$ cat config.mk
export PLATFORM = sky130hd
export DESIGN_NAME = mac_ip_forwarding_table_unit
export DESIGN_NICKNAME = d
export VERILOG_FILES = /design/src/sv/mifwd_pkg.sv /design/src/sv/mifwd_ram.sv /design/src/sv/mac_ip_forwarding_table_unit.sv
export SDC_FILE = /design/constraint.sdc
export NUM_CORES = 1
export LEC_CHECK = 0
export BUFFER_PORTS_ARGS = -buffer_cell sky130_fd_sc_hd__buf_2
export CELL_PAD_IN_SITES_DETAIL_PLACEMENT = 0
export CELL_PAD_IN_SITES_GLOBAL_PLACEMENT = 1
export CORE_MARGIN = 2
export CORE_UTILIZATION = 45
export CTS_BUF_LIST = sky130_fd_sc_hd__clkbuf_4 sky130_fd_sc_hd__clkbuf_8 sky130_fd_sc_hd__clkbuf_16
export CTS_CLUSTER_SIZE = 12
export DETAILED_ROUTE_END_ITERATION = 7
export PLACE_DENSITY_LB_ADDON = 0.1
export SYNTH_ARGS = -nofsm -noshare
export SYNTH_HDL_FRONTEND = slang
export SYNTH_SLANG_ARGS = --single-unit
export TNS_END_PERCENT = 5
$ cat constraint.sdc
create_clock -name clk_i -period 20.6 [get_ports clk_i]
set_input_delay 4.12 -clock clk_i [delete_from_list [all_inputs] [get_ports clk_i]]
set_output_delay 4.12 -clock clk_i [all_outputs]
set_load 0.02 [all_outputs]
$ cat src/sv/mifwd_pkg.sv
// Shared types, widths and constants of the MAC/IP forwarding table.
`default_nettype none

package mifwd_pkg;

  // Table geometry
  localparam int TableDepth = 16;
  localparam int IdxW       = (TableDepth > 1) ? $clog2(TableDepth) : 1;
  localparam int CountW     = $clog2(TableDepth + 1);

  // Word field widths
  localparam int OpW     = 2;
  localparam int MacW    = 48;
  localparam int IpW     = 32;
  localparam int EtypeW  = 16;
  localparam int StatusW = 2;
  localparam int EntryW  = MacW + IpW;

  // Frame constants
  localparam logic [EtypeW-1:0] EtypeIpv4 = 16'h0800;
  localparam logic [EtypeW-1:0] EtypeArp  = 16'h0806;
  localparam logic [MacW-1:0]   MacBcast  = '1;
  localparam logic [IpW-1:0]    IpBcast   = '1;

  // Operation codes
  typedef enum logic [OpW-1:0] {
    OP_ADD    = 2'd0,
    OP_REMOVE = 2'd1,
    OP_CHECK  = 2'd2,
    OP_NONE   = 2'd3
  } op_e;

  // Result status codes
  typedef enum logic [StatusW-1:0] {
    ST_DONE     = 2'd0,
    ST_DUP      = 2'd1,
    ST_NOTFOUND = 2'd2,
    ST_FULL     = 2'd3
  } status_e;

endpackage

`default_nettype wire

$ cat src/sv/mifwd_ram.sv
// Generic single-write, single-read RAM with registered read data.
`default_nettype none

module mifwd_ram #(
  parameter int Width = 8,
  parameter int Depth = 16,
  localparam int AddrW = (Depth > 1) ? $clog2(Depth) : 1
) (
  input  wire logic             clk_i,
  input  wire logic             we_i,
  input  wire logic [AddrW-1:0] waddr_i,
  input  wire logic [Width-1:0] wdata_i,
  input  wire logic [AddrW-1:0] raddr_i,
  output logic      [Width-1:0] rdata_o
);

  logic [Width-1:0] mem_q [Depth];

  // Write and read, read data registered
  always_ff @(posedge clk_i) begin
    if (we_i) begin
      mem_q[waddr_i] <= wdata_i;
    end
    rdata_o <= mem_q[raddr_i];
  end

endmodule

`default_nettype wire

$ cat src/sv/mac_ip_forwarding_table_unit.sv
// Top level of the MAC/IP forwarding table: sequencer, compare unit and binding store.
//
// Usage: drive opcode_i, mac_addr_i, ip_addr_i and ether_type_i and raise start;
// the command word is taken at the clock edge where start is high and busy is low.
// Opcodes: add binding, remove binding, forward check of a frame; the fourth code
// does nothing and only reports the current binding count.
// The block then walks the table one entry at a time through a single MAC/IP
// equality comparator. Each entry is handled in two steps (RAM read, then
// compare), and add, remove and check keep busy high through the scan and a
// final step; the unused opcode skips the scan. The result word (forward_o,
// status_o, entry_total_o) is shown for exactly one cycle with done_o high, in
// the same cycle that busy falls; a new command may be started in that same cycle.
// The receiver cannot stall: done_o is a strobe and the result is gone after it.
// Reset (rst_ni low) clears all valid bits and the binding count at once; the
// MAC/IP store itself is not cleared and is only ever read under a valid bit,
// so the block is ready in the first cycle after reset.
`default_nettype none

module mac_ip_forwarding_table_unit (
  input  wire logic                             clk_i,
  input  wire logic                             rst_ni,
  input  wire logic                             start,
  output logic                                  busy,
  input  wire logic [mifwd_pkg::OpW-1:0]        opcode_i,
  input  wire logic [mifwd_pkg::MacW-1:0]       mac_addr_i,
  input  wire logic [mifwd_pkg::IpW-1:0]        ip_addr_i,
  input  wire logic [mifwd_pkg::EtypeW-1:0]     ether_type_i,
  output logic                                  done_o,
  output logic                                  forward_o,
  output logic [mifwd_pkg::StatusW-1:0]         status_o,
  output logic [mifwd_pkg::CountW-1:0]          entry_total_o
);

  import mifwd_pkg::*;

  typedef enum logic [1:0] {
    S_IDLE,
    S_READ,
    S_CMP,
    S_FIN
  } state_e;

  state_e              state_q;
  logic [IdxW-1:0]     idx_q;
  op_e                 op_q;
  logic [MacW-1:0]     mac_q;
  logic [IpW-1:0]      ip_q;
  logic [EtypeW-1:0]   etype_q;
  logic                pair_hit_q;
  logic [IdxW-1:0]     pair_idx_q;
  logic                free_hit_q;
  logic [IdxW-1:0]     free_idx_q;
  logic                mac_hit_q;
  logic                ip_hit_q;
  logic [TableDepth-1:0] valid_q;
  logic [CountW-1:0]   count_q;
  logic                done_q;
  logic                forward_q;
  logic [StatusW-1:0]  status_q;
  logic [CountW-1:0]   total_q;

  logic                accept;
  logic [EntryW-1:0]   rd_entry;
  logic [MacW-1:0]     rd_mac;
  logic [IpW-1:0]      rd_ip;
  logic                ent_valid;
  logic                mac_eq;
  logic                ip_eq;
  logic                ram_we;
  status_e             fin_status;
  logic                fin_fwd;
  logic [CountW-1:0]   fin_count;
  logic                fin_set;
  logic                fin_clr;
  logic                is_ipv4;
  logic                is_arp;

  assign accept = start && !busy;
  assign busy   = (state_q != S_IDLE);

  // Binding store: MAC in the upper bits, IP in the lower bits
  mifwd_ram #(
    .Width (EntryW),
    .Depth (TableDepth)
  ) u_store (
    .clk_i   (clk_i),
    .we_i    (ram_we),
    .waddr_i (free_idx_q),
    .wdata_i ({mac_q, ip_q}),
    .raddr_i (idx_q),
    .rdata_o (rd_entry)
  );

  // Shared compare unit: one entry per compare cycle
  assign rd_mac    = rd_entry[EntryW-1 -: MacW];
  assign rd_ip     = rd_entry[IpW-1:0];
  assign ent_valid = valid_q[idx_q];
  assign mac_eq    = ent_valid && (rd_mac == mac_q);
  assign ip_eq     = ent_valid && (rd_ip == ip_q);

  // Resolve the command once the scan is over
  assign is_ipv4 = (etype_q == EtypeIpv4);
  assign is_arp  = (etype_q == EtypeArp);

  always_comb begin
    fin_status = ST_DONE;
    fin_fwd    = 1'b0;
    fin_count  = count_q;
    fin_set    = 1'b0;
    fin_clr    = 1'b0;
    case (op_q)
      OP_ADD: begin
        if (pair_hit_q) begin
          fin_status = ST_DUP;
        end else if (free_hit_q) begin
          fin_set   = 1'b1;
          fin_count = count_q + CountW'(1);
        end else begin
          fin_status = ST_FULL;
        end
      end
      OP_REMOVE: begin
        if (pair_hit_q) begin
          fin_clr   = 1'b1;
          fin_count = (count_q != '0) ? count_q - CountW'(1) : count_q;
        end else begin
          fin_status = ST_NOTFOUND;
        end
      end
      OP_CHECK: begin
        fin_fwd = (count_q != '0) && (is_ipv4 || is_arp) &&
                  ((mac_q == MacBcast) || mac_hit_q ||
                   (is_ipv4 && ((ip_q == IpBcast) || ip_hit_q)));
      end
      default: begin
        fin_status = ST_DONE;
      end
    endcase
  end

  assign ram_we = (state_q == S_FIN) && fin_set;

  // Sequencer, scan accumulators, table bookkeeping and result word
  always_ff @(posedge clk_i or negedge rst_ni) begin
    if (!rst_ni) begin
      state_q    <= S_IDLE;
      idx_q      <= '0;
      pair_hit_q <= 1'b0;
      free_hit_q <= 1'b0;
      mac_hit_q  <= 1'b0;
      ip_hit_q   <= 1'b0;
      valid_q    <= '0;
      count_q    <= '0;
      done_q     <= 1'b0;
      forward_q  <= 1'b0;
      status_q   <= '0;
      total_q    <= '0;
    end else begin
      done_q <= (state_q == S_FIN);
      case (state_q)
        S_IDLE: begin
          if (accept) begin
            op_q       <= op_e'(opcode_i);
            mac_q      <= mac_addr_i;
            ip_q       <= ip_addr_i;
            etype_q    <= ether_type_i;
            idx_q      <= '0;
            pair_hit_q <= 1'b0;
            free_hit_q <= 1'b0;
            mac_hit_q  <= 1'b0;
            ip_hit_q   <= 1'b0;
            state_q    <= (op_e'(opcode_i) == OP_NONE) ? S_FIN : S_READ;
          end
        end
        S_READ: begin
          state_q <= S_CMP;
        end
        S_CMP: begin
          if (mac_eq && ip_eq && !pair_hit_q) begin
            pair_hit_q <= 1'b1;
            pair_idx_q <= idx_q;
          end
          if (!ent_valid && !free_hit_q) begin
            free_hit_q <= 1'b1;
            free_idx_q <= idx_q;
          end
          mac_hit_q <= mac_hit_q || mac_eq;
          ip_hit_q  <= ip_hit_q || ip_eq;
          if (idx_q == IdxW'(TableDepth - 1)) begin
            state_q <= S_FIN;
          end else begin
            idx_q   <= idx_q + IdxW'(1);
            state_q <= S_READ;
          end
        end
        S_FIN: begin
          if (fin_set) begin
            valid_q[free_idx_q] <= 1'b1;
          end
          if (fin_clr) begin
            valid_q[pair_idx_q] <= 1'b0;
          end
          count_q   <= fin_count;
          forward_q <= fin_fwd;
          status_q  <= fin_status;
          total_q   <= fin_count;
          state_q   <= S_IDLE;
        end
        default: begin
          state_q <= S_IDLE;
        end
      endcase
    end
  end

  assign done_o        = done_q;
  assign forward_o     = forward_q;
  assign status_o      = status_q;
  assign entry_total_o = total_q;

  // Count tracks the valid bits and never exceeds the table
  a_count_matches: assert property (@(posedge clk_i) disable iff (!rst_ni)
    count_q == CountW'($countones(valid_q)))
    else $error("binding count disagrees with valid bits");

  a_count_bound: assert property (@(posedge clk_i) disable iff (!rst_ni)
    count_q <= CountW'(TableDepth))
    else $error("binding count above table depth");

  // A taken command occupies the block until its result word
  a_accept_busy: assert property (@(posedge clk_i) disable iff (!rst_ni)
    accept |=> busy)
    else $error("command taken but block not busy");

  // Result word follows the end of the sequence, one cycle only
  a_done_after_fin: assert property (@(posedge clk_i) disable iff (!rst_ni)
    done_o |-> $past(state_q == S_FIN) && !busy)
    else $error("result strobe without finished command");

  // Forward only on a successful check
  a_forward_status: assert property (@(posedge clk_i) disable iff (!rst_ni)
    (done_o && forward_o) |-> (status_o == ST_DONE) && (entry_total_o != '0))
    else $error("forward with bad status or empty table");

endmodule

`default_nettype wire
# Word-level counts from Yosys, hierarchy flattened

Memories as Yosys holds them, arrays and structs flattened. A register that Yosys moved wholly into a read port is not among the register bits.
Cells that the tools add are included.

Add/sub/neg operators: 3
$lt $le $gt $ge: 5
Equality and inequality tests: 21
Muxes and demuxes: 40
Bitwise operators: 3
Reduce and logical (&&, ||, !) cells: 36

Operators by type and width:

| operator             | count |
|---|---|
| $eq 48x48->1         | 1 |
| $eq 48x48->1 const B | 1 |
| $mux 16              | 3 |
| $eq 16x12->1 const B | 2 |
| $eq 32x32->1         | 1 |
| $eq 32x32->1 const B | 1 |
| $mux 5               | 4 |
| $reduce_and 3->1     | 6 |
| $and 16x16->16       | 1 |
| $ne 2x2->1 const B   | 8 |
| $not 16->16          | 1 |
| $or 16x16->16        | 1 |
| $lt 4x5->1 const B   | 3 |
| $mux 1               | 14 |
| $logic_and 1x1->1    | 12 |
| $mux 2               | 6 |
| $pmux 5 s2           | 1 |
| $demux 1 s4          | 2 |
| $eq 2x2->1 const B   | 4 |
| $ge 4x1->1 const B   | 2 |
| $mux 4               | 2 |
| $pmux 1 s2           | 4 |
| $pmux 2 s4           | 1 |
| $pmux 4 s2           | 1 |
| 14 further kinds     | 26 |

Flip-flop bits (word level): 141
Memory bits (writable): 1280
Input bits: 101
Logic and storage cells: 126
Memories: 1

Memories:

| name          | depth | bits a word | rd ports | clocked after memory_dff | wr ports | RTL line        | RTL |
|---|---|---|---|---|---|---|---|
| u_store.mem_q | 16    | 80          | 1        | 1                        | 1        | mifwd_ram.sv:17 | `logic [Width-1:0] mem_q [Depth];` |

# Longest topological paths before layout

Depth after elaboration: 9
Mapped depth: 8
Gate-level depth less buffers: 8

# Cells and area by module

Synthesis repeated with hierarchy kept, for this count alone.

Cell total of the unflattened synthesis: 2498
Area total of the unflattened synthesis: 55612.1 um^2

Modules (own cells, without submodules):

| module                       | instances | cells each | area an instance (um^2) | sequential area each (um^2) |
|---|---|---|---|---|
| mifwd_ram                    | 1         | 2054       | 49422.4                 | 40038.4 |
| mac_ip_forwarding_table_unit | 1         | 444        | 6189.7                  | 4058.9 |

# Worst setup path after synthesis

Ideal clock, no wire load.

Kind: input -> register
Start point: input port start
End point: register etype_q[0], enable pin
Setup time: 0.555 ns
Data arrival time: 8.576 ns
Data required time: 20.045 ns
Setup slack: 11.469 ns
Cell stages on the path: 3
Buffers on the path: 0
Cell sequence: nand2_1 > or2_2 > nor2_1

Cells in the longest elaborated chain, start to end: 2

Ends and longest elaborated chain:

| what                              | RTL line                            | RTL |
|---|---|---|
| start: declaration                | mac_ip_forwarding_table_unit.sv:22  | `input wire logic start,` |
| $logic_and 1x1->1                 | mac_ip_forwarding_table_unit.sv:78  | `assign accept = start && !busy;` |
| $reduce_and 3->1 (no source line) | -                                   |  |
| end signal: assignment            | mac_ip_forwarding_table_unit.sv:166 | `etype_q <= ether_type_i;` |
| end: declaration                  | mac_ip_forwarding_table_unit.sv:48  | `logic [EtypeW-1:0] etype_q;` |

No other way between the ends.
A chain may end at the register's enable or synchronous reset.

# Final worst setup path

Start point: input port rst_ni
End point: register mac_q[29], enable pin

Cells in the longest elaborated chain, start to end: 1

Ends and longest elaborated chain:

| what                              | RTL line                            | RTL |
|---|---|---|
| start: declaration                | mac_ip_forwarding_table_unit.sv:21  | `input wire logic rst_ni,` |
| $reduce_and 3->1 (no source line) | -                                   |  |
| end signal: assignment            | mac_ip_forwarding_table_unit.sv:164 | `mac_q <= mac_addr_i;` |
| end: declaration                  | mac_ip_forwarding_table_unit.sv:46  | `logic [MacW-1:0] mac_q;` |

No other way between the ends.

==> impl_results.md <==
- Status: finished clean
- Fmax: 166 MHz
- Max-slew violation count: 0
- Die Area: 127000 sq um
- Total clock sinks: 1501
- Leak: 20.0 nW
- Final setup fails: 0
- Post-route clock skew: between 0.02 and 0.03 ns
- Via/cell ratio: 5.78
- CP arrival: between 6 and 7 ns
- Crit share post-route: 0.292
- Crit path capture type: register
- Post-Syn Instances: 2288
- Final hold slack: 0.490 ns
- Overall Power: roughly 7.6 mW
- Asr flop ratio synth: 0.0233
- Total gr overflow: 0
- Final core occ: 0.515
- CTS Buf Count: 158
- Synth top area share: 0.746
- DRC: 0
- Simple-gate share of the synthesized area: 0.0141
- Initial Utilization: 0.452
- Compound-gate portion of the synthesized area: 0.00639
- Count leader, synth: edfxtp_1
- Syn avg cell area: 24.4 sq um
- Synth Register Bits: about 1.5k
- Seq/Total Area, Yosys: 0.791
- Fin crit period: 6.01 ns
- Die Height: 356 um
- Half-perimeter wire length after detailed placement: 65100 um
- Final-stage net count: 2623
- Slew Limit Headroom: 0.292
- Worst hold-check path type: reg -> reg
- Core Region: 123000 sq um
- Global-route wire length before repair: 188000 um
- Worst-Margin Slew: between 1 and 1.5 ns
- Final weighted congestion in routability-driven placement: 0.769
- Commonest cells post-synth: 1386 x edfxtp_1, 400 x mux4_2, 82 x xor2_1
- Die width: 356 um
- DR iter-0 viols: approximately 2.3k
- Area Growth Syn to Fin: 13.8%
- Startpoint type of the worst setup path: input pin
- Row count: 129
- Clock slew seen by the registers of the worst setup and hold paths: roughly 0.05 ns
- Largest net degree at the start of global routing: ~150
- Io pins: 111
- Top cells by area, synth: edfxtp_1 75%, mux4_2 16%, dfxtp_1 2.9%
- Unrepaired setup endpoints after global routing: no
- Warning count from the yosys run: 0
- Wire per inst: 30.4 um
- Main combinational cell family by area after synthesis: multiplexers
- H-tree levels: 4
- XOR/XNOR share of the synthesized area: 0.0133
- Initial antenna violation count: 1
- Max VDD drop: 0.0914 mV
- Cell Area, Synth: 55800 sq um
- Worst Path Max Fanout: 37
- Hold_buf cts: 0
- CTS tree: built
- Number of port buffers: 110
- Max Cap Viol: 0
- Clock root cell: clkbuf_16
- Setup TNS: 0 ns
- Setup bufs post-CTS: 0
- GR Util All Layers: 0.210
- Layout cells sized above 1: 0.325
- Max Root-Sink Buffers: 3
- Mux share of post-synthesis cell area: 0.164
- Pwr per Cell Area: 120 nW/um^2
- Gates resized, CTS repair: 0
- Post-route cell area: 63500 sq um
- WL final: around 130000 um
- Vias in the first global route: 26.4k
- Yosys cell types: 52
- Synth Net Count: 2394
- Setup CP Type: in -> reg
- N_diodes: 0
- FF-to-FF setup slack: 15.82 ns
- Vias: roughly 25k
- Cell Area, Placed: 58400 sq um
- Ys flop type: edfxtp_1
- Routed Antenna Nets: 0
- Synth Area in Adders: 0.00126
- DRT Pass-1 Iters: 5
- Crit path required time: 20.97 ns
- Leading area contributor after synthesis: edfxtp_1
- EDFF count, synth: ~1.4k
- Count of final hold-check violations: 0
- Worst-Skew Late Latency: 0.77 ns
## kinds of logic (layout without fill, tap and decap cells)
family | after synthesis | in the layout
muxes | 411 | 411
buffers and inverters | 103 | 458
and+or+nand+nor | 136 | 136
AOI/OAI and AO/OA | 47 | 47
adders and majority gates | 5 | 5
DFF | 1501 | 1501
xor gates and xnor gates | 85 | 85
## final cells by class
type | instances | area (sq um)
inverters | 9 | 38.8
repair buffers | 163 | 986
fillers | 9657 | 59800
clock buffers | 241 | 4770
multi-input cells | 684 | 11200
well taps | 1637 | 2050
flip-flops and latches | 1501 | 44100
clock inverters | 45 | 324
## through the flow
step,std cells,setup slack [ns]
final,4280,14.59
after global routing,4280,14.42
after CTS,4280,14.58
after detailed placement,3994,13.76
after global placement,3994,13.80
after floorplan,2288,11.47
## where the power goes
group | total, mW | internal (mW) | switching, mW
clock | 2.75 | 1.63 | 1.12
combinational | 1.24 | 0.672 | 0.564
sequential | 3.66 | 3.49 | 0.165
total | 7.64 | 5.79 | 1.85
## routing by layer
layer	part of all wire	up-vias	wire, um	GRT usage
met5	0	-	0	0
met3	0.042	170	5520	0.0324
met2	0.50	620	65700	0.346
li1	-	10272	-	-
met1	0.44	13670	56700	0.296
met4	0.018	0	2340	0.0519
## state kept, by name, summed over array words and instances (netlist names), 2 cells and up
register / count
op_q: 2
valid_q: 16
etype_q: 16
state_q: 2
mac_q: 48
ip_q: 32
u_store.mem_q: 1280
entry_total_o: 5
free_idx_q: 4
idx_q: 4
u_store.rdata_o: 80
status_o: 2
pair_idx_q: 4
## final timing paths
path	start	endpoint	depth (start not counted)
max in group asynchronous	rst_ni	idx_q[0]	1
min in group asynchronous	rst_ni	entry_total_o[4]	1
worst min register to register	status_o[0]	status_o[0]	2
worst max-delay path	rst_ni	mac_q[29]	5
worst max register to register	idx_q[0]	u_store.rdata_o[41]	5
worst min-delay path	status_o[0]	status_o[0]	2
## cell usage in the layout (no fill, tap or decap), drive strengths merged, types with 4 or more instances in the layout
| master | Yosys | layout |
|---|---|---|
| o21ai | 4 | 4 |
| a31oi | 4 | 4 |
| ha | 4 | 4 |
| dfrtp | 35 | 35 |
| mux4 | 400 | 400 |
| nor4 | 30 | 30 |
| nand4 | 28 | 28 |
| nand3b | 5 | 5 |
| nand3 | 5 | 5 |
| o22a | 8 | 8 |
| a2bb2oi | 8 | 8 |
| nor2b | 4 | 4 |
| inv | 9 | 10 |
| nand2 | 13 | 13 |
| a21oi | 8 | 8 |
| edfxtp | 1386 | 1386 |
| buf | 82 | 163 |
| xor2 | 82 | 82 |
| nor2 | 22 | 22 |
| mux2i | 9 | 9 |
| clkbuf | 12 | 241 |
| nor3 | 11 | 11 |
| nand2b | 6 | 6 |
| clkinv | 0 | 41 |
| dfxtp | 80 | 80 |
## worst max-delay path, stage by stage
cell,delay (ns)
buf_2,0.65
inv_1,0.22
nor2_4,0.16
buf_4,0.48
buf_4,0.68
Note: power is estimated with default switching activity, not from simulation.
